--- config.mk ---
export PLATFORM = sky130hd
export DESIGN_NAME = qm_binary_arith_encoder
export DESIGN_NICKNAME = d
export VERILOG_FILES = /design/src/rtl/qmae_pkg.sv /design/src/rtl/qmae_front.sv /design/src/rtl/qmae_outq.sv /design/src/rtl/qmae_core.sv /design/src/rtl/qm_binary_arith_encoder.sv
export SDC_FILE = /design/constraint.sdc
export NUM_CORES = 2
export LEC_CHECK = 0
export BUFFER_PORTS_ARGS = -buffer_cell sky130_fd_sc_hd__clkbuf_2
export CAP_MARGIN = 5
export CORE_AREA = 5 5 630 632
export CTS_CLUSTER_SIZE = 12
export DETAILED_ROUTE_END_ITERATION = 6
export DIE_AREA = 0 0 635 637
export REMOVE_ABC_BUFFERS = 1
export SETUP_SLACK_MARGIN = 0.05
export SLEW_MARGIN = 25
export SYNTH_ARGS = -nofsm -noshare
export SYNTH_HDL_FRONTEND = slang
export SYNTH_SLANG_ARGS = --single-unit
--- constraint.sdc ---
create_clock -name clk -period 9 [get_ports clk]
set_input_delay 0.9 -clock clk [delete_from_list [all_inputs] [get_ports clk]]
set_output_delay 0.9 -clock clk [all_outputs]
set_load 0.01 [all_outputs]
--- src/rtl/qmae_pkg.sv ---
// Shared types, constants and tables of the QM binary arithmetic encoder.
// Depends on nothing; used by every module of the block.
package qmae_pkg;

    localparam int NUM_CONTEXTS_DEF    = 256;
    localparam int RUN_COUNT_WIDTH_DEF = 16;
    localparam int REPEAT_W            = 16;
    localparam int FRONT_DEPTH         = 4;
    localparam int OUTQ_DEPTH          = 8;
    localparam int RUN_MAX             = 6;
    localparam int QM_ROWS             = 113;

    localparam logic [0:0]  OP_ENCODE = 1'b0;
    localparam logic [0:0]  OP_FINISH = 1'b1;
    localparam logic [16:0] A_INIT    = 17'h10000;
    localparam logic [16:0] A_HALF    = 17'h08000;
    localparam logic [3:0]  CT_INIT   = 4'd11;
    localparam logic [8:0]  NO_BYTE   = 9'h1FF;

    typedef struct packed {
        logic [0:0] op;
        logic [7:0] ctx_index;
        logic       bit_req;
    } in_item_t;

    typedef struct packed {
        logic [7:0]          out_byte;
        logic                stuff_zero;
        logic [REPEAT_W-1:0] repeat_count;
        logic                count_overflow;
        logic                last;
    } out_item_t;

    typedef enum logic [1:0] {
        CMD_ENCODE,
        CMD_FINISH,
        CMD_SKIP
    } cmd_kind_t;

    typedef struct packed {
        cmd_kind_t  kind;
        logic [7:0] ctx;
        logic       bit_req;
    } cmd_t;

    typedef enum logic [4:0] {
        CS_CLEAR,
        CS_IDLE,
        CS_SUB,
        CS_UPD,
        CS_REN,
        CS_BYTE,
        CS_REL_A,
        CS_REL_B,
        CS_REL_C,
        CS_REL_D,
        CS_REL_E,
        CS_FIN_ADD,
        CS_FIN_ADJ,
        CS_FIN_SHIFT,
        CS_FIN_Z,
        CS_FIN_B1,
        CS_FIN_B2,
        CS_DRAIN
    } core_state_t;

    typedef struct packed {
        logic [15:0] qe;
        logic [6:0]  nlps;
        logic [6:0]  nmps;
        logic        sw;
    } qm_row_t;

    // Qe value, next index after LPS, next index after MPS, MPS switch
    localparam qm_row_t QM_ROM [QM_ROWS] = '{
        '{16'h5a1d,7'd1,7'd1,1'b1},   '{16'h2586,7'd14,7'd2,1'b0},
        '{16'h1114,7'd16,7'd3,1'b0},  '{16'h080b,7'd18,7'd4,1'b0},
        '{16'h03d8,7'd20,7'd5,1'b0},  '{16'h01da,7'd23,7'd6,1'b0},
        '{16'h00e5,7'd25,7'd7,1'b0},  '{16'h006f,7'd28,7'd8,1'b0},
        '{16'h0036,7'd30,7'd9,1'b0},  '{16'h001a,7'd33,7'd10,1'b0},
        '{16'h000d,7'd35,7'd11,1'b0}, '{16'h0006,7'd9,7'd12,1'b0},
        '{16'h0003,7'd10,7'd13,1'b0}, '{16'h0001,7'd12,7'd13,1'b0},
        '{16'h5a7f,7'd15,7'd15,1'b1}, '{16'h3f25,7'd36,7'd16,1'b0},
        '{16'h2cf2,7'd38,7'd17,1'b0}, '{16'h207c,7'd39,7'd18,1'b0},
        '{16'h17b9,7'd40,7'd19,1'b0}, '{16'h1182,7'd42,7'd20,1'b0},
        '{16'h0cef,7'd43,7'd21,1'b0}, '{16'h09a1,7'd45,7'd22,1'b0},
        '{16'h072f,7'd46,7'd23,1'b0}, '{16'h055c,7'd48,7'd24,1'b0},
        '{16'h0406,7'd49,7'd25,1'b0}, '{16'h0303,7'd51,7'd26,1'b0},
        '{16'h0240,7'd52,7'd27,1'b0}, '{16'h01b1,7'd54,7'd28,1'b0},
        '{16'h0144,7'd56,7'd29,1'b0}, '{16'h00f5,7'd57,7'd30,1'b0},
        '{16'h00b7,7'd59,7'd31,1'b0}, '{16'h008a,7'd60,7'd32,1'b0},
        '{16'h0068,7'd62,7'd33,1'b0}, '{16'h004e,7'd63,7'd34,1'b0},
        '{16'h003b,7'd32,7'd35,1'b0}, '{16'h002c,7'd33,7'd9,1'b0},
        '{16'h5ae1,7'd37,7'd37,1'b1}, '{16'h484c,7'd64,7'd38,1'b0},
        '{16'h3a0d,7'd65,7'd39,1'b0}, '{16'h2ef1,7'd67,7'd40,1'b0},
        '{16'h261f,7'd68,7'd41,1'b0}, '{16'h1f33,7'd69,7'd42,1'b0},
        '{16'h19a8,7'd70,7'd43,1'b0}, '{16'h1518,7'd72,7'd44,1'b0},
        '{16'h1177,7'd73,7'd45,1'b0}, '{16'h0e74,7'd74,7'd46,1'b0},
        '{16'h0bfb,7'd75,7'd47,1'b0}, '{16'h09f8,7'd77,7'd48,1'b0},
        '{16'h0861,7'd78,7'd49,1'b0}, '{16'h0706,7'd79,7'd50,1'b0},
        '{16'h05cd,7'd48,7'd51,1'b0}, '{16'h04de,7'd50,7'd52,1'b0},
        '{16'h040f,7'd50,7'd53,1'b0}, '{16'h0363,7'd51,7'd54,1'b0},
        '{16'h02d4,7'd52,7'd55,1'b0}, '{16'h025c,7'd53,7'd56,1'b0},
        '{16'h01f8,7'd54,7'd57,1'b0}, '{16'h01a4,7'd55,7'd58,1'b0},
        '{16'h0160,7'd56,7'd59,1'b0}, '{16'h0125,7'd57,7'd60,1'b0},
        '{16'h00f6,7'd58,7'd61,1'b0}, '{16'h00cb,7'd59,7'd62,1'b0},
        '{16'h00ab,7'd61,7'd63,1'b0}, '{16'h008f,7'd61,7'd32,1'b0},
        '{16'h5b12,7'd65,7'd65,1'b1}, '{16'h4d04,7'd80,7'd66,1'b0},
        '{16'h412c,7'd81,7'd67,1'b0}, '{16'h37d8,7'd82,7'd68,1'b0},
        '{16'h2fe8,7'd83,7'd69,1'b0}, '{16'h293c,7'd84,7'd70,1'b0},
        '{16'h2379,7'd86,7'd71,1'b0}, '{16'h1edf,7'd87,7'd72,1'b0},
        '{16'h1aa9,7'd87,7'd73,1'b0}, '{16'h174e,7'd72,7'd74,1'b0},
        '{16'h1424,7'd72,7'd75,1'b0}, '{16'h119c,7'd74,7'd76,1'b0},
        '{16'h0f6b,7'd74,7'd77,1'b0}, '{16'h0d51,7'd75,7'd78,1'b0},
        '{16'h0bb6,7'd77,7'd79,1'b0}, '{16'h0a40,7'd77,7'd48,1'b0},
        '{16'h5832,7'd80,7'd81,1'b1}, '{16'h4d1c,7'd88,7'd82,1'b0},
        '{16'h438e,7'd89,7'd83,1'b0}, '{16'h3bdd,7'd90,7'd84,1'b0},
        '{16'h34ee,7'd91,7'd85,1'b0}, '{16'h2eae,7'd92,7'd86,1'b0},
        '{16'h299a,7'd93,7'd87,1'b0}, '{16'h2516,7'd86,7'd71,1'b0},
        '{16'h5570,7'd88,7'd89,1'b1}, '{16'h4ca9,7'd95,7'd90,1'b0},
        '{16'h44d9,7'd96,7'd91,1'b0}, '{16'h3e22,7'd97,7'd92,1'b0},
        '{16'h3824,7'd99,7'd93,1'b0}, '{16'h32b4,7'd99,7'd94,1'b0},
        '{16'h2e17,7'd93,7'd86,1'b0}, '{16'h56a8,7'd95,7'd96,1'b1},
        '{16'h4f46,7'd101,7'd97,1'b0}, '{16'h47e5,7'd102,7'd98,1'b0},
        '{16'h41cf,7'd103,7'd99,1'b0}, '{16'h3c3d,7'd104,7'd100,1'b0},
        '{16'h375e,7'd99,7'd93,1'b0}, '{16'h5231,7'd105,7'd102,1'b0},
        '{16'h4c0f,7'd106,7'd103,1'b0}, '{16'h4639,7'd107,7'd104,1'b0},
        '{16'h415e,7'd103,7'd99,1'b0}, '{16'h5627,7'd105,7'd106,1'b1},
        '{16'h50e7,7'd108,7'd107,1'b0}, '{16'h4b85,7'd109,7'd103,1'b0},
        '{16'h5597,7'd110,7'd109,1'b0}, '{16'h504f,7'd111,7'd107,1'b0},
        '{16'h5a10,7'd110,7'd111,1'b1}, '{16'h5522,7'd112,7'd109,1'b0},
        '{16'h59eb,7'd112,7'd111,1'b1}
    };

    // Shift count that brings a nonzero A below one half up to bit 15
    function automatic logic [3:0] renorm_shift(input logic [15:0] a);
        logic [3:0] s;
        s = 4'd15;
        for (int i = 0; i < 15; i++) begin
            if (a[i]) begin
                s = 4'(15 - i);
            end
        end
        return s;
    endfunction

endpackage

--- src/rtl/qmae_front.sv ---
// Front part of the QM encoder: accepts input items, classifies them and
// queues commands for the coder core. Depends on qmae_pkg.
module qmae_front #(
    parameter int NUM_CONTEXTS = qmae_pkg::NUM_CONTEXTS_DEF
) (
    input  logic              clk,
    input  logic              rst_n,
    input  logic              push,
    input  qmae_pkg::in_item_t item,
    input  logic              hold,
    output logic              full,
    output logic              cmd_valid,
    output qmae_pkg::cmd_t    cmd,
    input  logic              cmd_pop
);
    import qmae_pkg::*;

    localparam int AW = $clog2(FRONT_DEPTH);

    cmd_t            slot_mem [FRONT_DEPTH];
    logic [AW-1:0]   wr_ptr_reg, wr_ptr_next;
    logic [AW-1:0]   rd_ptr_reg, rd_ptr_next;
    logic [AW:0]     count_reg, count_next;
    cmd_t            cls;
    logic [12:0]     ctx_ext;
    logic            accept;
    logic            enq;
    logic            deq;

    // Classify: finish, in-range encode, or drop
    assign ctx_ext = {5'd0, item.ctx_index};
    always_comb
    begin
        cls.ctx     = item.ctx_index;
        cls.bit_req = item.bit_req;
        unique case (item.op)
            OP_FINISH: cls.kind = CMD_FINISH;
            default:   cls.kind = (ctx_ext < 13'(NUM_CONTEXTS)) ? CMD_ENCODE : CMD_SKIP;
        endcase
    end

    assign full      = hold || (count_reg == (AW+1)'(FRONT_DEPTH));
    assign accept    = push && !full;
    assign enq       = accept && (cls.kind != CMD_SKIP);
    assign cmd_valid = count_reg != '0;
    assign deq       = cmd_pop && cmd_valid;
    assign cmd       = slot_mem[rd_ptr_reg];

    // Advance pointers and fill count
    always_comb
    begin
        wr_ptr_next = enq ? wr_ptr_reg + 1'b1 : wr_ptr_reg;
        rd_ptr_next = deq ? rd_ptr_reg + 1'b1 : rd_ptr_reg;
        count_next  = count_reg;
        if (enq && !deq)
        begin
            count_next = count_reg + 1'b1;
        end
        else if (!enq && deq)
        begin
            count_next = count_reg - 1'b1;
        end
    end

    always_ff @(posedge clk or negedge rst_n)
    begin
        if (!rst_n)
        begin
            wr_ptr_reg <= '0;
            rd_ptr_reg <= '0;
            count_reg  <= '0;
        end
        else
        begin
            wr_ptr_reg <= wr_ptr_next;
            rd_ptr_reg <= rd_ptr_next;
            count_reg  <= count_next;
        end
    end

    // Store queued commands
    always_ff @(posedge clk)
    begin
        if (enq)
        begin
            slot_mem[wr_ptr_reg] <= cls;
        end
    end

endmodule

--- src/rtl/qmae_outq.sv ---
// Result queue of the QM encoder: holds finished runs until they are popped.
// Depends on qmae_pkg.
module qmae_outq (
    input  logic                clk,
    input  logic                rst_n,
    input  logic                wr,
    input  qmae_pkg::out_item_t wdata,
    output logic                wfull,
    output logic                empty,
    input  logic                pop,
    output qmae_pkg::out_item_t result
);
    import qmae_pkg::*;

    localparam int AW = $clog2(OUTQ_DEPTH);

    out_item_t      slot_mem [OUTQ_DEPTH];
    logic [AW-1:0]  wr_ptr_reg, wr_ptr_next;
    logic [AW-1:0]  rd_ptr_reg, rd_ptr_next;
    logic [AW:0]    count_reg, count_next;
    logic           enq;
    logic           deq;

    assign wfull  = count_reg == (AW+1)'(OUTQ_DEPTH);
    assign empty  = count_reg == '0;
    assign enq    = wr && !wfull;
    assign deq    = pop && !empty;
    assign result = slot_mem[rd_ptr_reg];

    // Advance pointers and fill count
    always_comb
    begin
        wr_ptr_next = enq ? wr_ptr_reg + 1'b1 : wr_ptr_reg;
        rd_ptr_next = deq ? rd_ptr_reg + 1'b1 : rd_ptr_reg;
        count_next  = count_reg;
        if (enq && !deq)
        begin
            count_next = count_reg + 1'b1;
        end
        else if (!enq && deq)
        begin
            count_next = count_reg - 1'b1;
        end
    end

    always_ff @(posedge clk or negedge rst_n)
    begin
        if (!rst_n)
        begin
            wr_ptr_reg <= '0;
            rd_ptr_reg <= '0;
            count_reg  <= '0;
        end
        else
        begin
            wr_ptr_reg <= wr_ptr_next;
            rd_ptr_reg <= rd_ptr_next;
            count_reg  <= count_next;
        end
    end

    // Store runs
    always_ff @(posedge clk)
    begin
        if (enq)
        begin
            slot_mem[wr_ptr_reg] <= wdata;
        end
    end

endmodule

--- src/rtl/qmae_core.sv ---
// Back part of the QM encoder: context store, A/C arithmetic, renormalization,
// byte output with carry, 0xFF stacking and zero runs. Depends on qmae_pkg.
module qmae_core #(
    parameter int NUM_CONTEXTS    = qmae_pkg::NUM_CONTEXTS_DEF,
    parameter int RUN_COUNT_WIDTH = qmae_pkg::RUN_COUNT_WIDTH_DEF
) (
    input  logic                clk,
    input  logic                rst_n,
    input  logic                cmd_valid,
    input  qmae_pkg::cmd_t      cmd,
    output logic                cmd_pop,
    output logic                clearing,
    output logic                oq_wr,
    output qmae_pkg::out_item_t oq_data,
    input  logic                oq_full
);
    import qmae_pkg::*;

    localparam int CTX_W = (NUM_CONTEXTS > 1) ? $clog2(NUM_CONTEXTS) : 1;
    localparam int CNT_W = (RUN_COUNT_WIDTH > 16) ? 16 : RUN_COUNT_WIDTH;

    core_state_t       state_reg, state_next;
    logic [16:0]       a_reg, a_next;
    logic [27:0]       c_reg, c_next;
    logic [3:0]        ct_reg, ct_next;
    logic [8:0]        held_reg, held_next;
    logic [CNT_W-1:0]  ff_reg, ff_next;
    logic [CNT_W-1:0]  pz_reg, pz_next;
    logic              ovf_reg, ovf_next;
    logic [CTX_W-1:0]  clr_idx_reg, clr_idx_next;
    logic [2:0]        run_cnt_reg, run_cnt_next;
    logic [2:0]        drain_idx_reg, drain_idx_next;
    logic              carry_reg, carry_next;
    logic              rel_fin_reg, rel_fin_next;
    cmd_t              cmd_reg, cmd_next;
    qm_row_t           row_reg, row_next;
    logic [16:0]       a1_reg, a1_next;
    logic [7:0]        hold_byte_reg, hold_byte_next;
    logic [31:0]       fin_c_reg, fin_c_next;
    logic [7:0]        rd_data_reg;

    logic [7:0]        ctx_mem [NUM_CONTEXTS];
    logic [7:0]        run_byte_mem [RUN_MAX];
    logic [CNT_W-1:0]  run_len_mem [RUN_MAX];

    logic [CTX_W+7:0]  ctx_ext;
    logic [CTX_W-1:0]  ctx_addr;
    logic              mem_we;
    logic [CTX_W-1:0]  mem_waddr;
    logic [7:0]        mem_wdata;
    logic              rd_en;

    logic              push_run;
    logic [7:0]        push_byte;
    logic [CNT_W-1:0]  push_len;
    logic              run_wr;

    logic [6:0]        rom_idx;
    logic              have;
    logic              pz_nz;
    logic              ff_nz;
    logic              is_lps;
    logic              a1_ge_qe;
    logic              ren_go;
    logic [3:0]        lz;
    logic [3:0]        shift_s;
    logic [3:0]        ct_after;
    logic [8:0]        byte_t;
    logic              fin_hi;
    logic              fin_lo;
    logic [31:0]       fin_shifted;
    logic [CNT_W:0]    pz_inc;
    logic [CNT_W:0]    pz_add_ff;
    logic [CNT_W:0]    ff_inc;
    logic              drain_last;

    // Helper terms
    assign ctx_ext     = {{CTX_W{1'b0}}, cmd.ctx};
    assign ctx_addr    = ctx_ext[CTX_W-1:0];
    assign rom_idx     = (rd_data_reg[6:0] >= 7'(QM_ROWS)) ? 7'(QM_ROWS - 1) : rd_data_reg[6:0];
    assign have        = !held_reg[8];
    assign pz_nz       = pz_reg != '0;
    assign ff_nz       = ff_reg != '0;
    assign is_lps      = cmd_reg.bit_req != rd_data_reg[7];
    assign a1_ge_qe    = a1_reg >= {1'b0, row_reg.qe};
    assign ren_go      = (a_reg < A_HALF) && (a_reg != '0);
    assign lz          = renorm_shift(a_reg[15:0]);
    assign shift_s     = (lz < ct_reg) ? lz : ct_reg;
    assign ct_after    = ct_reg - shift_s;
    assign byte_t      = c_reg[27:19];
    assign fin_hi      = fin_c_reg[26:11] != '0;
    assign fin_lo      = fin_c_reg[18:11] != '0;
    assign fin_shifted = fin_c_reg << ct_reg;
    assign pz_inc      = {1'b0, pz_reg} + 1'b1;
    assign pz_add_ff   = {1'b0, pz_reg} + {1'b0, ff_reg};
    assign ff_inc      = {1'b0, ff_reg} + 1'b1;
    assign drain_last  = drain_idx_reg == 3'(run_cnt_reg - 3'd1);
    assign run_wr      = push_run && (run_cnt_reg != 3'(RUN_MAX));

    // Next state
    always_comb
    begin
        state_next = state_reg;
        unique case (state_reg)
            CS_CLEAR:
                if (clr_idx_reg == CTX_W'(NUM_CONTEXTS - 1)) state_next = CS_IDLE;
            CS_IDLE:
                if (cmd_valid) state_next = (cmd.kind == CMD_FINISH) ? CS_FIN_ADD : CS_SUB;
            CS_SUB:
                state_next = CS_UPD;
            CS_UPD:
                state_next = (!is_lps && (a1_reg >= A_HALF)) ? CS_DRAIN : CS_REN;
            CS_REN:
                if (!ren_go) state_next = CS_DRAIN;
                else if (ct_after == '0) state_next = CS_BYTE;
            CS_BYTE:
                state_next = (byte_t == 9'h0FF) ? CS_REN : CS_REL_A;
            CS_REL_A:
                if (carry_reg) state_next = have ? CS_REL_B : CS_REL_C;
                else state_next = (have && held_reg[7:0] != '0) ? CS_REL_B : CS_REL_D;
            CS_REL_B:
                state_next = carry_reg ? CS_REL_C : CS_REL_D;
            CS_REL_C, CS_REL_E:
                state_next = rel_fin_reg ? CS_FIN_Z : CS_REN;
            CS_REL_D:
                state_next = CS_REL_E;
            CS_FIN_ADD:
                state_next = CS_FIN_ADJ;
            CS_FIN_ADJ:
                state_next = CS_FIN_SHIFT;
            CS_FIN_SHIFT:
                state_next = CS_REL_A;
            CS_FIN_Z:
                state_next = CS_FIN_B1;
            CS_FIN_B1:
                state_next = CS_FIN_B2;
            CS_FIN_B2:
                state_next = CS_DRAIN;
            CS_DRAIN:
                if (run_cnt_reg == '0) state_next = CS_IDLE;
                else if (!oq_full && drain_last) state_next = CS_IDLE;
            default:
                state_next = CS_IDLE;
        endcase
    end

    // Outputs and datapath next values
    always_comb
    begin
        a_next         = a_reg;
        c_next         = c_reg;
        ct_next        = ct_reg;
        held_next      = held_reg;
        ff_next        = ff_reg;
        pz_next        = pz_reg;
        ovf_next       = ovf_reg;
        clr_idx_next   = clr_idx_reg;
        run_cnt_next   = run_cnt_reg;
        drain_idx_next = drain_idx_reg;
        carry_next     = carry_reg;
        rel_fin_next   = rel_fin_reg;
        cmd_next       = cmd_reg;
        row_next       = row_reg;
        a1_next        = a1_reg;
        hold_byte_next = hold_byte_reg;
        fin_c_next     = fin_c_reg;
        mem_we         = 1'b0;
        mem_waddr      = CTX_W'(cmd_reg.ctx);
        mem_wdata      = '0;
        rd_en          = 1'b0;
        cmd_pop        = 1'b0;
        push_run       = 1'b0;
        push_byte      = '0;
        push_len       = '0;
        oq_wr          = 1'b0;
        oq_data        = '0;
        clearing       = 1'b0;

        unique case (state_reg)
            // Sweep the context store to zero after reset
            CS_CLEAR:
            begin
                clearing     = 1'b1;
                mem_we       = 1'b1;
                mem_waddr    = clr_idx_reg;
                clr_idx_next = clr_idx_reg + 1'b1;
            end
            // Take the next command and read its context
            CS_IDLE:
            begin
                cmd_pop = cmd_valid;
                rd_en   = cmd_valid;
                if (cmd_valid)
                begin
                    cmd_next       = cmd;
                    run_cnt_next   = '0;
                    drain_idx_next = '0;
                end
            end
            // Look up the probability row, split the interval
            CS_SUB:
            begin
                row_next = QM_ROM[rom_idx];
                a1_next  = a_reg - {1'b0, QM_ROM[rom_idx].qe};
            end
            // Conditional exchange and context update
            CS_UPD:
            begin
                if (is_lps)
                begin
                    if (a1_ge_qe)
                    begin
                        c_next = c_reg + 28'(a1_reg);
                        a_next = {1'b0, row_reg.qe};
                    end
                    else
                    begin
                        a_next = a1_reg;
                    end
                    mem_we    = 1'b1;
                    mem_wdata = {rd_data_reg[7] ^ row_reg.sw, row_reg.nlps};
                end
                else
                begin
                    a_next = a1_reg;
                    if (a1_reg < A_HALF)
                    begin
                        if (!a1_ge_qe)
                        begin
                            c_next = c_reg + 28'(a1_reg);
                            a_next = {1'b0, row_reg.qe};
                        end
                        mem_we    = 1'b1;
                        mem_wdata = {rd_data_reg[7], row_reg.nmps};
                    end
                end
            end
            // Shift up to the next byte boundary
            CS_REN:
            begin
                if (ren_go)
                begin
                    a_next  = a_reg << shift_s;
                    c_next  = c_reg << shift_s;
                    ct_next = ct_after;
                end
            end
            // Take a finished byte from C
            CS_BYTE:
            begin
                c_next         = {9'd0, c_reg[18:0]};
                ct_next        = ct_reg + 4'd8;
                carry_next     = byte_t[8];
                hold_byte_next = byte_t[7:0];
                rel_fin_next   = 1'b0;
                if (byte_t == 9'h0FF)
                begin
                    ff_next = ff_inc[CNT_W] ? '1 : ff_inc[CNT_W-1:0];
                    ovf_next = ovf_reg | ff_inc[CNT_W];
                end
            end
            // Release: flush pending zeros or count a held zero byte
            CS_REL_A:
            begin
                if (!carry_reg && have && held_reg[7:0] == '0)
                begin
                    pz_next  = pz_inc[CNT_W] ? '1 : pz_inc[CNT_W-1:0];
                    ovf_next = ovf_reg | pz_inc[CNT_W];
                end
                else if (have && pz_nz)
                begin
                    push_run = 1'b1;
                    push_len = pz_reg;
                    pz_next  = '0;
                end
            end
            // Release: emit the held byte, plus carry
            CS_REL_B:
            begin
                push_run  = 1'b1;
                push_byte = carry_reg ? held_reg[7:0] + 8'd1 : held_reg[7:0];
                push_len  = CNT_W'(1);
            end
            // Release with carry: stacked 0xFF bytes become zeros
            CS_REL_C:
            begin
                pz_next  = pz_add_ff[CNT_W] ? '1 : pz_add_ff[CNT_W-1:0];
                ovf_next = ovf_reg | pz_add_ff[CNT_W];
                ff_next  = '0;
                if (!rel_fin_reg) held_next = {1'b0, hold_byte_reg};
            end
            // Release without carry: flush zeros ahead of the 0xFF run
            CS_REL_D:
            begin
                if (ff_nz && pz_nz)
                begin
                    push_run = 1'b1;
                    push_len = pz_reg;
                    pz_next  = '0;
                end
            end
            // Release without carry: emit the 0xFF run
            CS_REL_E:
            begin
                if (ff_nz)
                begin
                    push_run  = 1'b1;
                    push_byte = 8'hFF;
                    push_len  = ff_reg;
                    ff_next   = '0;
                end
                if (!rel_fin_reg) held_next = {1'b0, hold_byte_reg};
            end
            // Termination: place C inside the final interval
            CS_FIN_ADD:
            begin
                fin_c_next = (32'(a_reg) - 32'd1 + 32'(c_reg)) & 32'hFFFF0000;
            end
            CS_FIN_ADJ:
            begin
                if (fin_c_reg < 32'(c_reg)) fin_c_next = fin_c_reg + 32'h8000;
            end
            CS_FIN_SHIFT:
            begin
                fin_c_next   = fin_shifted;
                carry_next   = fin_shifted[31:27] != '0;
                rel_fin_next = 1'b1;
            end
            // Termination: flush zeros before the last bytes
            CS_FIN_Z:
            begin
                if (fin_hi && pz_nz)
                begin
                    push_run = 1'b1;
                    push_len = pz_reg;
                    pz_next  = '0;
                end
            end
            CS_FIN_B1:
            begin
                if (fin_hi)
                begin
                    push_run  = 1'b1;
                    push_byte = fin_c_reg[26:19];
                    push_len  = CNT_W'(1);
                end
            end
            // Termination: last byte, then re-initialize the coder
            CS_FIN_B2:
            begin
                if (fin_hi && fin_lo)
                begin
                    push_run  = 1'b1;
                    push_byte = fin_c_reg[18:11];
                    push_len  = CNT_W'(1);
                end
                a_next    = A_INIT;
                c_next    = '0;
                ct_next   = CT_INIT;
                held_next = NO_BYTE;
                ff_next   = '0;
                pz_next   = '0;
            end
            // Hand the collected runs to the result queue
            CS_DRAIN:
            begin
                if (run_cnt_reg != '0 && !oq_full)
                begin
                    oq_wr                  = 1'b1;
                    oq_data.out_byte       = run_byte_mem[drain_idx_reg];
                    oq_data.stuff_zero     = run_byte_mem[drain_idx_reg] == 8'hFF;
                    oq_data.repeat_count   = REPEAT_W'(run_len_mem[drain_idx_reg]);
                    oq_data.count_overflow = ovf_reg;
                    oq_data.last           = drain_last;
                    drain_idx_next         = drain_idx_reg + 3'd1;
                end
            end
            default:
            begin
                clearing = 1'b0;
            end
        endcase

        if (run_wr)
        begin
            run_cnt_next = run_cnt_reg + 3'd1;
        end
    end

    // Control and coder registers
    always_ff @(posedge clk or negedge rst_n)
    begin
        if (!rst_n)
        begin
            state_reg     <= CS_CLEAR;
            a_reg         <= A_INIT;
            c_reg         <= '0;
            ct_reg        <= CT_INIT;
            held_reg      <= NO_BYTE;
            ff_reg        <= '0;
            pz_reg        <= '0;
            ovf_reg       <= 1'b0;
            clr_idx_reg   <= '0;
            run_cnt_reg   <= '0;
            drain_idx_reg <= '0;
            carry_reg     <= 1'b0;
            rel_fin_reg   <= 1'b0;
        end
        else
        begin
            state_reg     <= state_next;
            a_reg         <= a_next;
            c_reg         <= c_next;
            ct_reg        <= ct_next;
            held_reg      <= held_next;
            ff_reg        <= ff_next;
            pz_reg        <= pz_next;
            ovf_reg       <= ovf_next;
            clr_idx_reg   <= clr_idx_next;
            run_cnt_reg   <= run_cnt_next;
            drain_idx_reg <= drain_idx_next;
            carry_reg     <= carry_next;
            rel_fin_reg   <= rel_fin_next;
        end
    end

    // Payload registers
    always_ff @(posedge clk)
    begin
        cmd_reg       <= cmd_next;
        row_reg       <= row_next;
        a1_reg        <= a1_next;
        hold_byte_reg <= hold_byte_next;
        fin_c_reg     <= fin_c_next;
    end

    // Context store, registered read
    always_ff @(posedge clk)
    begin
        if (mem_we)
        begin
            ctx_mem[mem_waddr] <= mem_wdata;
        end
        if (rd_en)
        begin
            rd_data_reg <= ctx_mem[ctx_addr];
        end
    end

    // Run buffer for the item in progress
    always_ff @(posedge clk)
    begin
        if (run_wr)
        begin
            run_byte_mem[run_cnt_reg] <= push_byte;
            run_len_mem[run_cnt_reg]  <= push_len;
        end
    end

endmodule

--- src/rtl/qm_binary_arith_encoder.sv ---
// Top level of the QM binary arithmetic encoder (encoder side only).
// Depends on qmae_pkg, qmae_front, qmae_core and qmae_outq.

// Codes binary decisions in up to NUM_CONTEXTS adaptive contexts and emits
// the compressed stream as runs (byte, stuffing flag, repeat count). After
// reset the block sweeps its context store to zero and holds full high
// meanwhile. Items are processed one at a time by the coder core: an encode
// item reads its context, splits the interval and, where needed, updates the
// context; an MPS path that needs no renormalization ends there. Otherwise
// come shift steps (each step shifts A and C up to the next byte boundary, so
// one or two steps for most items), a final step that ends the renormalization,
// and for each byte taken out of C either a stacked 0xFF or the serial
// carry/zero-run release. A finish item places C in the final interval, then
// releases and writes the last bytes. Results move into the 8-entry result
// queue at one per cycle while it is not full; a 4-entry command queue in front keeps accepting items meanwhile.
// count_overflow on a result reflects the sticky flag after its whole item
// has been processed.
module qm_binary_arith_encoder #(
    parameter int NUM_CONTEXTS    = qmae_pkg::NUM_CONTEXTS_DEF,
    parameter int RUN_COUNT_WIDTH = qmae_pkg::RUN_COUNT_WIDTH_DEF
) (
    input  logic                clk,
    input  logic                rst_n,
    input  logic                push,
    input  qmae_pkg::in_item_t  item,
    output logic                full,
    output logic                empty,
    input  logic                pop,
    output qmae_pkg::out_item_t result
);
    import qmae_pkg::*;

    logic      cmd_valid;
    cmd_t      cmd;
    logic      cmd_pop;
    logic      clearing;
    logic      oq_wr;
    out_item_t oq_data;
    logic      oq_full;

    // Accept and classify items
    qmae_front #(
        .NUM_CONTEXTS (NUM_CONTEXTS)
    ) u_front (
        .clk       (clk),
        .rst_n     (rst_n),
        .push      (push),
        .item      (item),
        .hold      (clearing),
        .full      (full),
        .cmd_valid (cmd_valid),
        .cmd       (cmd),
        .cmd_pop   (cmd_pop)
    );

    // Carry out the coding
    qmae_core #(
        .NUM_CONTEXTS    (NUM_CONTEXTS),
        .RUN_COUNT_WIDTH (RUN_COUNT_WIDTH)
    ) u_core (
        .clk       (clk),
        .rst_n     (rst_n),
        .cmd_valid (cmd_valid),
        .cmd       (cmd),
        .cmd_pop   (cmd_pop),
        .clearing  (clearing),
        .oq_wr     (oq_wr),
        .oq_data   (oq_data),
        .oq_full   (oq_full)
    );

    // Hold results until popped
    qmae_outq u_outq (
        .clk    (clk),
        .rst_n  (rst_n),
        .wr     (oq_wr),
        .wdata  (oq_data),
        .wfull  (oq_full),
        .empty  (empty),
        .pop    (pop),
        .result (result)
    );

endmodule

# Yosys cells after proc, flatten, opt, wreduce, memory -nomap -nowiden
# Memory sizes are Yosys's and may differ from the RTL's. A register that Yosys moved wholly into a read port is not among the register bits.
# Index checks and enable logic that the tools add are counted.
# Widths: inputs -> output; s select.
[word_totals]
ff_bits = 226
ramBits = 2452
mem_bits_ro = 3968
in_bits = 14
wordCells = 315
mem_count = 6
[op_classes]
addsub = 23
magnitude_cmp = 9
n_eq_ne = 44
n_shift = 3
n_mux = 120
bitwise_logic = 6
reduce_logical = 75
[mem_list]
columns = ["memory", "words", "width", "rd", "rd_ports_with_merged_regs", "wr", "line", "source"]
rows = [
  ["(no name shown)", 128, 31, 1, 0, 0, "qmae_core.sv:203", "row_next = QM_ROM[rom_idx];"],
  ["u_core.ctx_mem", 256, 8, 1, 1, 1, "qmae_core.sv:42", "logic [7:0] ctx_mem [NUM_CONTEXTS];"],
  ["u_outq.slot_mem", 8, 27, 1, 0, 1, "qmae_outq.sv:17", "out_item_t slot_mem [OUTQ_DEPTH];"],
  ["u_core.run_len_mem", 6, 16, 1, 0, 1, "qmae_core.sv:44", "logic [CNT_W-1:0] run_len_mem [RUN_MAX];"],
  ["u_core.run_byte_mem", 6, 8, 1, 0, 1, "qmae_core.sv:43", "logic [7:0] run_byte_mem [RUN_MAX];"],
  ["u_front.slot_mem", 4, 11, 1, 0, 1, "qmae_front.sv:20", "cmd_t slot_mem [FRONT_DEPTH];"],
]
[ops]
columns = ["op", "count"]
rows = [
  ["$mux 16", 14],
  ["$mux 28", 5],
  ["$pmux 16 s7", 1],
  ["$pmux 28 s4", 1],
  ["$pmux 32 s3", 1],
  ["$mux 17", 5],
  ["$pmux 5 s17", 1],
  ["$mux 4", 21],
  ["$pmux 16 s5", 1],
  ["$mux 8", 8],
  ["$mux 31", 2],
  ["$mux 27", 2],
  ["$pmux 17 s3", 1],
  ["$pmux 16 s3", 1],
  ["$reduce_bool 16->1", 3],
  ["$eq 5x4->1 const B", 8],
  ["$mux 5", 8],
  ["$add 16x1->17 const B", 2],
  ["$lt 17x16->1 const B", 2],
  ["$add 32x16->32 const B", 1],
  ["$add 32x28->32", 1],
  ["$lt 32x28->1", 1],
  ["$mux 32", 1],
  ["$pmux 8 s4", 1],
  ["71 further kinds", 188],
]

# Logic depth before layout (Yosys ltp)
[logic_depth]
ltp_word = 21
depth_mapped = 26
ltp_nobuf = 24

# By module
# Synthesis repeated with hierarchy kept, for this count alone.
[hier_totals]
cells_unflattened = 6786
hier_area_um2 = 117232.4
[by_module_without_submodules]
columns = ["module", "instances", "cells_per_inst", "area_each_um2", "seq_area_each_um2"]
rows = [
  ["qmae_core", 1, 6320, 106439.6, 71765.1],
  ["qmae_outq", 1, 375, 8892.3, 6736.5],
  ["qmae_front", 1, 91, 1900.6, 1376.3],
]

# Least setup slack after synthesis
# No wires, ideal clock.
[synth_path]
path_kind = "register to register"
start = "register u_core.state_reg[2]"
end = "memory u_core.ctx_mem[0][0] (data pin)"
arrival_time_ns = 8.453
required_ns = 7.425
setup_slack_ns = -1.027
stages_incl_launch_ff = 8
n_path_buf = 3
period_less_slack_ns = 10.027
cell_sequence = "dfrtp_1 > buf_2 > clkbuf_1 > or3_1 > nor2_2 > nand2_1 > clkbuf_1 > a21oi_1"
[synth_via]
elab_chain_cells = 2
[synth_rtl]
columns = ["element", "line", "source"]
rows = [
  ["start, declared", "qmae_core.sv:22", "core_state_t state_reg, state_next;"],
  ["start signal, assigned", "qmae_core.sv:411", "state_reg <= state_next;"],
  ["$eq 5x2->1", "qmae_core.sv:179", "unique case (state_reg)"],
  ["$mux 8", "qmae_core.sv:179", ""],
  ["named net u_core.mem_wdata[0]", "qmae_core.sv:50", "logic [7:0] mem_wdata;"],
  ["end, declared", "qmae_core.sv:42", ""],
]
# The timed path passes the listed nets, and every way through them passes these cells.

# Worst setup path in the final report
[layout_path]
start = "register u_core.rd_data_reg[4], read port of u_core.ctx_mem"
end = "register u_core.a1_reg[16] (data pin)"
[layout_via]
elab_chain_cells = 7
[layout_rtl]
columns = ["element", "line", "source"]
rows = [
  ["start, declared", "qmae_core.sv:40", "logic [7:0] rd_data_reg;"],
  ["$ge 7x7->1", "qmae_core.sv:80", "assign rom_idx = (rd_data_reg[6:0] >= 7'(QM_ROWS)) ? 7'(QM_ROWS - 1) : rd_data_reg[6:0];"],
  ["$mux 7 (*)", "qmae_core.sv:80", ""],
  ["$not 7->8 (not written as such) (*)", "qmae_core.sv:204", "a1_next = a_reg - {1'b0, QM_ROM[rom_idx].qe};"],
  ["$mem_v2 128x31 (*)", "--", ""],
  ["$mux 31 (*) (2 in a row)", "--", ""],
  ["$sub 17x16->17 (*)", "qmae_core.sv:204", ""],
  ["end signal, assigned", "qmae_core.sv:432", "a1_reg <= a1_next;"],
  ["end, declared", "qmae_core.sv:37", "logic [16:0] a1_reg, a1_next;"],
]
# Mark *: on every way between the ends. The rest lies on a longest branch, timed or not. The select of a mux whose other input is x is not followed.
# A chain may end at the register's enable or synchronous reset.

==> impl_metrics.py <==
metrics = {
    "placement": {
        "gp_congestion": 0.883,
        "dp_hpwl_mm": 190,
        "placed_area_sq_um": 123000,
        "portBuffers": 42,
    },
    "logic_synthesis": {
        "synth_enable_flop_cells": 2552,
        "ys_seq_area_share_pct": 68.5,
        "synthTopCellsByArea": "edfxtp_1 (66%), mux4_2 (12%), dfrtp_1 (2.5%)",
        "synthTopCellsByCount": "edfxtp_1 (2552), mux4_2 (605), nor2_1 (553)",
        "post-synth-top-count-cell": "edfxtp_1",
        "yosys.area.top_type": "edfxtp_1",
        "synth_top_area_share_pct": 65.8,
        "synthArstFlopShare_pct": 4.81,
        "yosysWarnings": 0,
        "netlist_area_sq_um": 117000,
        "ys_ff_latch": 2681,
        "synthFlopType": "edfxtp_1",
        "synth.distinct_cells": 85,
        "avgSynthCellArea_sq_um": 16.3,
        "syn_inst": 7166,
    },
    "cts": {
        "clk_pin_slew_ns": 0.06,
        "clockBufferDepth": 4,
        "cts_buffers": 289,
        "clock-sinks": 2681,
        "post_cts_buffers": 0,
        "holdBufCountCts": 0,
        "insertion_delay_ns": 0.88,
        "cts.htree.levels": 5,
        "cts_resized": 0,
        "cts_root_buf": "clkbuf_16",
        "cts_tree": "done",
    },
    "run": {
        "cap_violations": 0,
    },
    "sta": {
        "rsz0062_at_grt": "no",
        "maxSlewHeadroom_pct": 24.5,
        "final_max_slew_viol_count": 0,
        "setup_violations": 0,
        "tightest_slew_ns": 1.13,
        "hold_viol_final": 0,
        "finClkSkew_ns": 0.104,
        "period_minus_slack_ns": 7.33,
        "fmax_mhz": 136,
        "finalCritPeriodShare_pct": 81.4,
    },
    "grt": {
        "grt_pass1_vias": 66700,
        "grt_overflow_total": 0,
        "grt_usage_pct": 14.8,
        "antenna_found_initial": 15,
        "grt_first_pass_wirelength_mm": 458,
        "grt_max_degree": 182,
    },
    "pwr": {
        "leakage_nw": 35.4,
        "power.density_nw_per_um2": 188,
        "vdd_drop_max_mv": 0.150,
        "totalPowerFinal_mw": 24.8,
    },
    "drt": {
        "avgRoutedWirePerCell_um": 24.7,
        "routed_wl_mm": 311,
        "vias": 66800,
        "via_per_inst": 5.32,
        "remaining_drc_errors": 0,
        "drt-initial-drc-count": 7455,
        "ant_nets": 0,
        "firstDrtPassIters": 6,
    },
    "setup_path": {
        "cp.arrival_ns": 7.84,
        "critPathMaxFanout": 24,
        "crit_type": "reg2reg",
        "crit_path_end_kind": "flop",
        "cp.required_ns": 9.51,
        "crit_path_start_kind": "flop",
    },
    "floorplan": {
        "die_h_um": 637,
        "io_pins": 43,
        "design.core.area_sq_um": 391000,
        "die_area_sq_um": 404000,
        "num_rows": 230,
        "initial_core_util_pct": 29.8,
        "die_w_um": 635,
    },
    "finish": {
        "fillCellCount": 37100,
        "area_growth_pct": 12.8,
        "top_register": "u_core.ctx_mem",
        "largestRegisters": "u_core.ctx_mem x2048, u_outq.slot_mem x216, u_core.run_len_mem x96",
        "final_util_pct": 33.6,
        "layout.nets": 7373,
        "largest_reg_flops": 2048,
        "drive_above_1_share_pct": 17.5,
        "finalInstanceArea_sq_um": 131000,
    },
    "run_status": {
        "status": "complete, no violations",
    },
    "min_path": {
        "hold_path.class": "in2async",
    },
}
-- metrics by stage --
step	instances	hold WS, ns	setup WS, ns	TNS, ns
finish	12600	0.105	1.67	0
global route	12600	0.128	1.08	0
CTS	12600	0.0877	1.79	0
detailed placement	12100	0.463	1.85	0
global placement	12100	0.444	1.81	0
floorplan	6703	0.430	-4.78	-1715.37
-- routing by layer --
| layer | GRT usage [%] | wire length [um] | up-vias |
|---|---|---|---|
| met2 | 23.9 | 148000 | 2835 |
| met1 | 20.3 | 130000 | 34800 |
| li1 | - | - | 28700 |
| met5 | 0 | 10 | - |
| met3 | 2.50 | 22600 | 555 |
| met4 | 4.50 | 9940 | 2 |
-- final timing paths --
check	from	to	slack, ns	depth (start not counted)
max	u_core.rd_data_reg[4]	u_core.a1_reg[16]	1.67	25
min	rst_n	u_core.clr_idx_reg[7]	0.11	1
max reg2reg	u_core.rd_data_reg[4]	u_core.a1_reg[16]	1.67	25
min reg2reg	u_outq.rd_ptr_reg[2]	u_outq.rd_ptr_reg[2]	0.47	1
max in group asynchronous	rst_n	u_core.c_reg[16]	7.47	2
min in group clk	item[8]	u_front.slot_mem[3][8]	0.30	1
-- report_power, final --
group,internal [mW],switching (mW),leakage [nW],total [mW]
clock network,6.22,4.69,4.13,10.9
logic,0.149,0.159,11.7,0.308
registers,13.5,0.0660,19.6,13.5
total,19.8,4.92,35.4,24.8
-- cell type report --
| type | instances | area (sq um) | share of cell area, % |
|---|---|---|---|
| multi-input combinational | 3885 | 34500 | 26.3 |
| tap | 5220 | 6530 | 4.97 |
| clock inverter | 89 | 728 | 0.554 |
| inverter | 137 | 514 | 0.391 |
| antenna | 3 | 7.51 | 0.00571 |
| clock buffer | 376 | 7750 | 5.89 |
| timing repair buffer | 183 | 1540 | 1.17 |
| sequential | 2681 | 79900 | 60.8 |
-- critical path: stages (launching register included) --
cell	delay, ns
edfxtp_1	0.35
buf_4	0.23
and3_1	0.34
nor2_1	0.77
inv_1	0.42
ha_1	0.71
nor2b_1	0.38
a21oi_1	0.07
nor2_1	0.32
nor2_1	0.06
o21ai_0	0.09
o2111ai_1	0.14
o21ai_0	0.30
ha_1	0.27
inv_1	0.07
fa_1	0.40
a21o_1	0.21
a21oi_1	0.24
o21bai_1	0.12
a21oi_1	0.28
o211a_1	0.28
o21ai_0	0.18
nor4_1	0.22
o41ai_1	0.18
a211oi_1	0.30
xor2_1	0.11
-- cells in the final DEF, fill, tap and decap left out, drive strengths merged, types with 93 or more instances in the layout --
cell	n
a21oi	361
a22oi	272
buf	142
clkbuf	417
dfrtp	116
edfxtp	2552
ha	176
inv	141
mux2i	166
mux4	605
nand2	470
nand3	93
nor2	555
o21ai	238
-- kinds of logic (layout without fill, tap and decap cells) --
group / Yosys count / count (layout) / share of synthesized area [%]
adder cells (fa/ha/maj): 182 / 182 / 1.99
AND/OR/NAND/NOR: 1407 / 1407 / 5.23
XOR/XNOR: 117 / 117 / 0.879
other: 0 / 3 / 0
flip-flops: 2681 / 2681 / 68.5
multiplexers: 816 / 816 / 13.6
buffers and inverters: 600 / 785 / 2.14
AO/OA/AOI/OAI: 1363 / 1363 / 7.67
(Power assumes the default switching activity.)
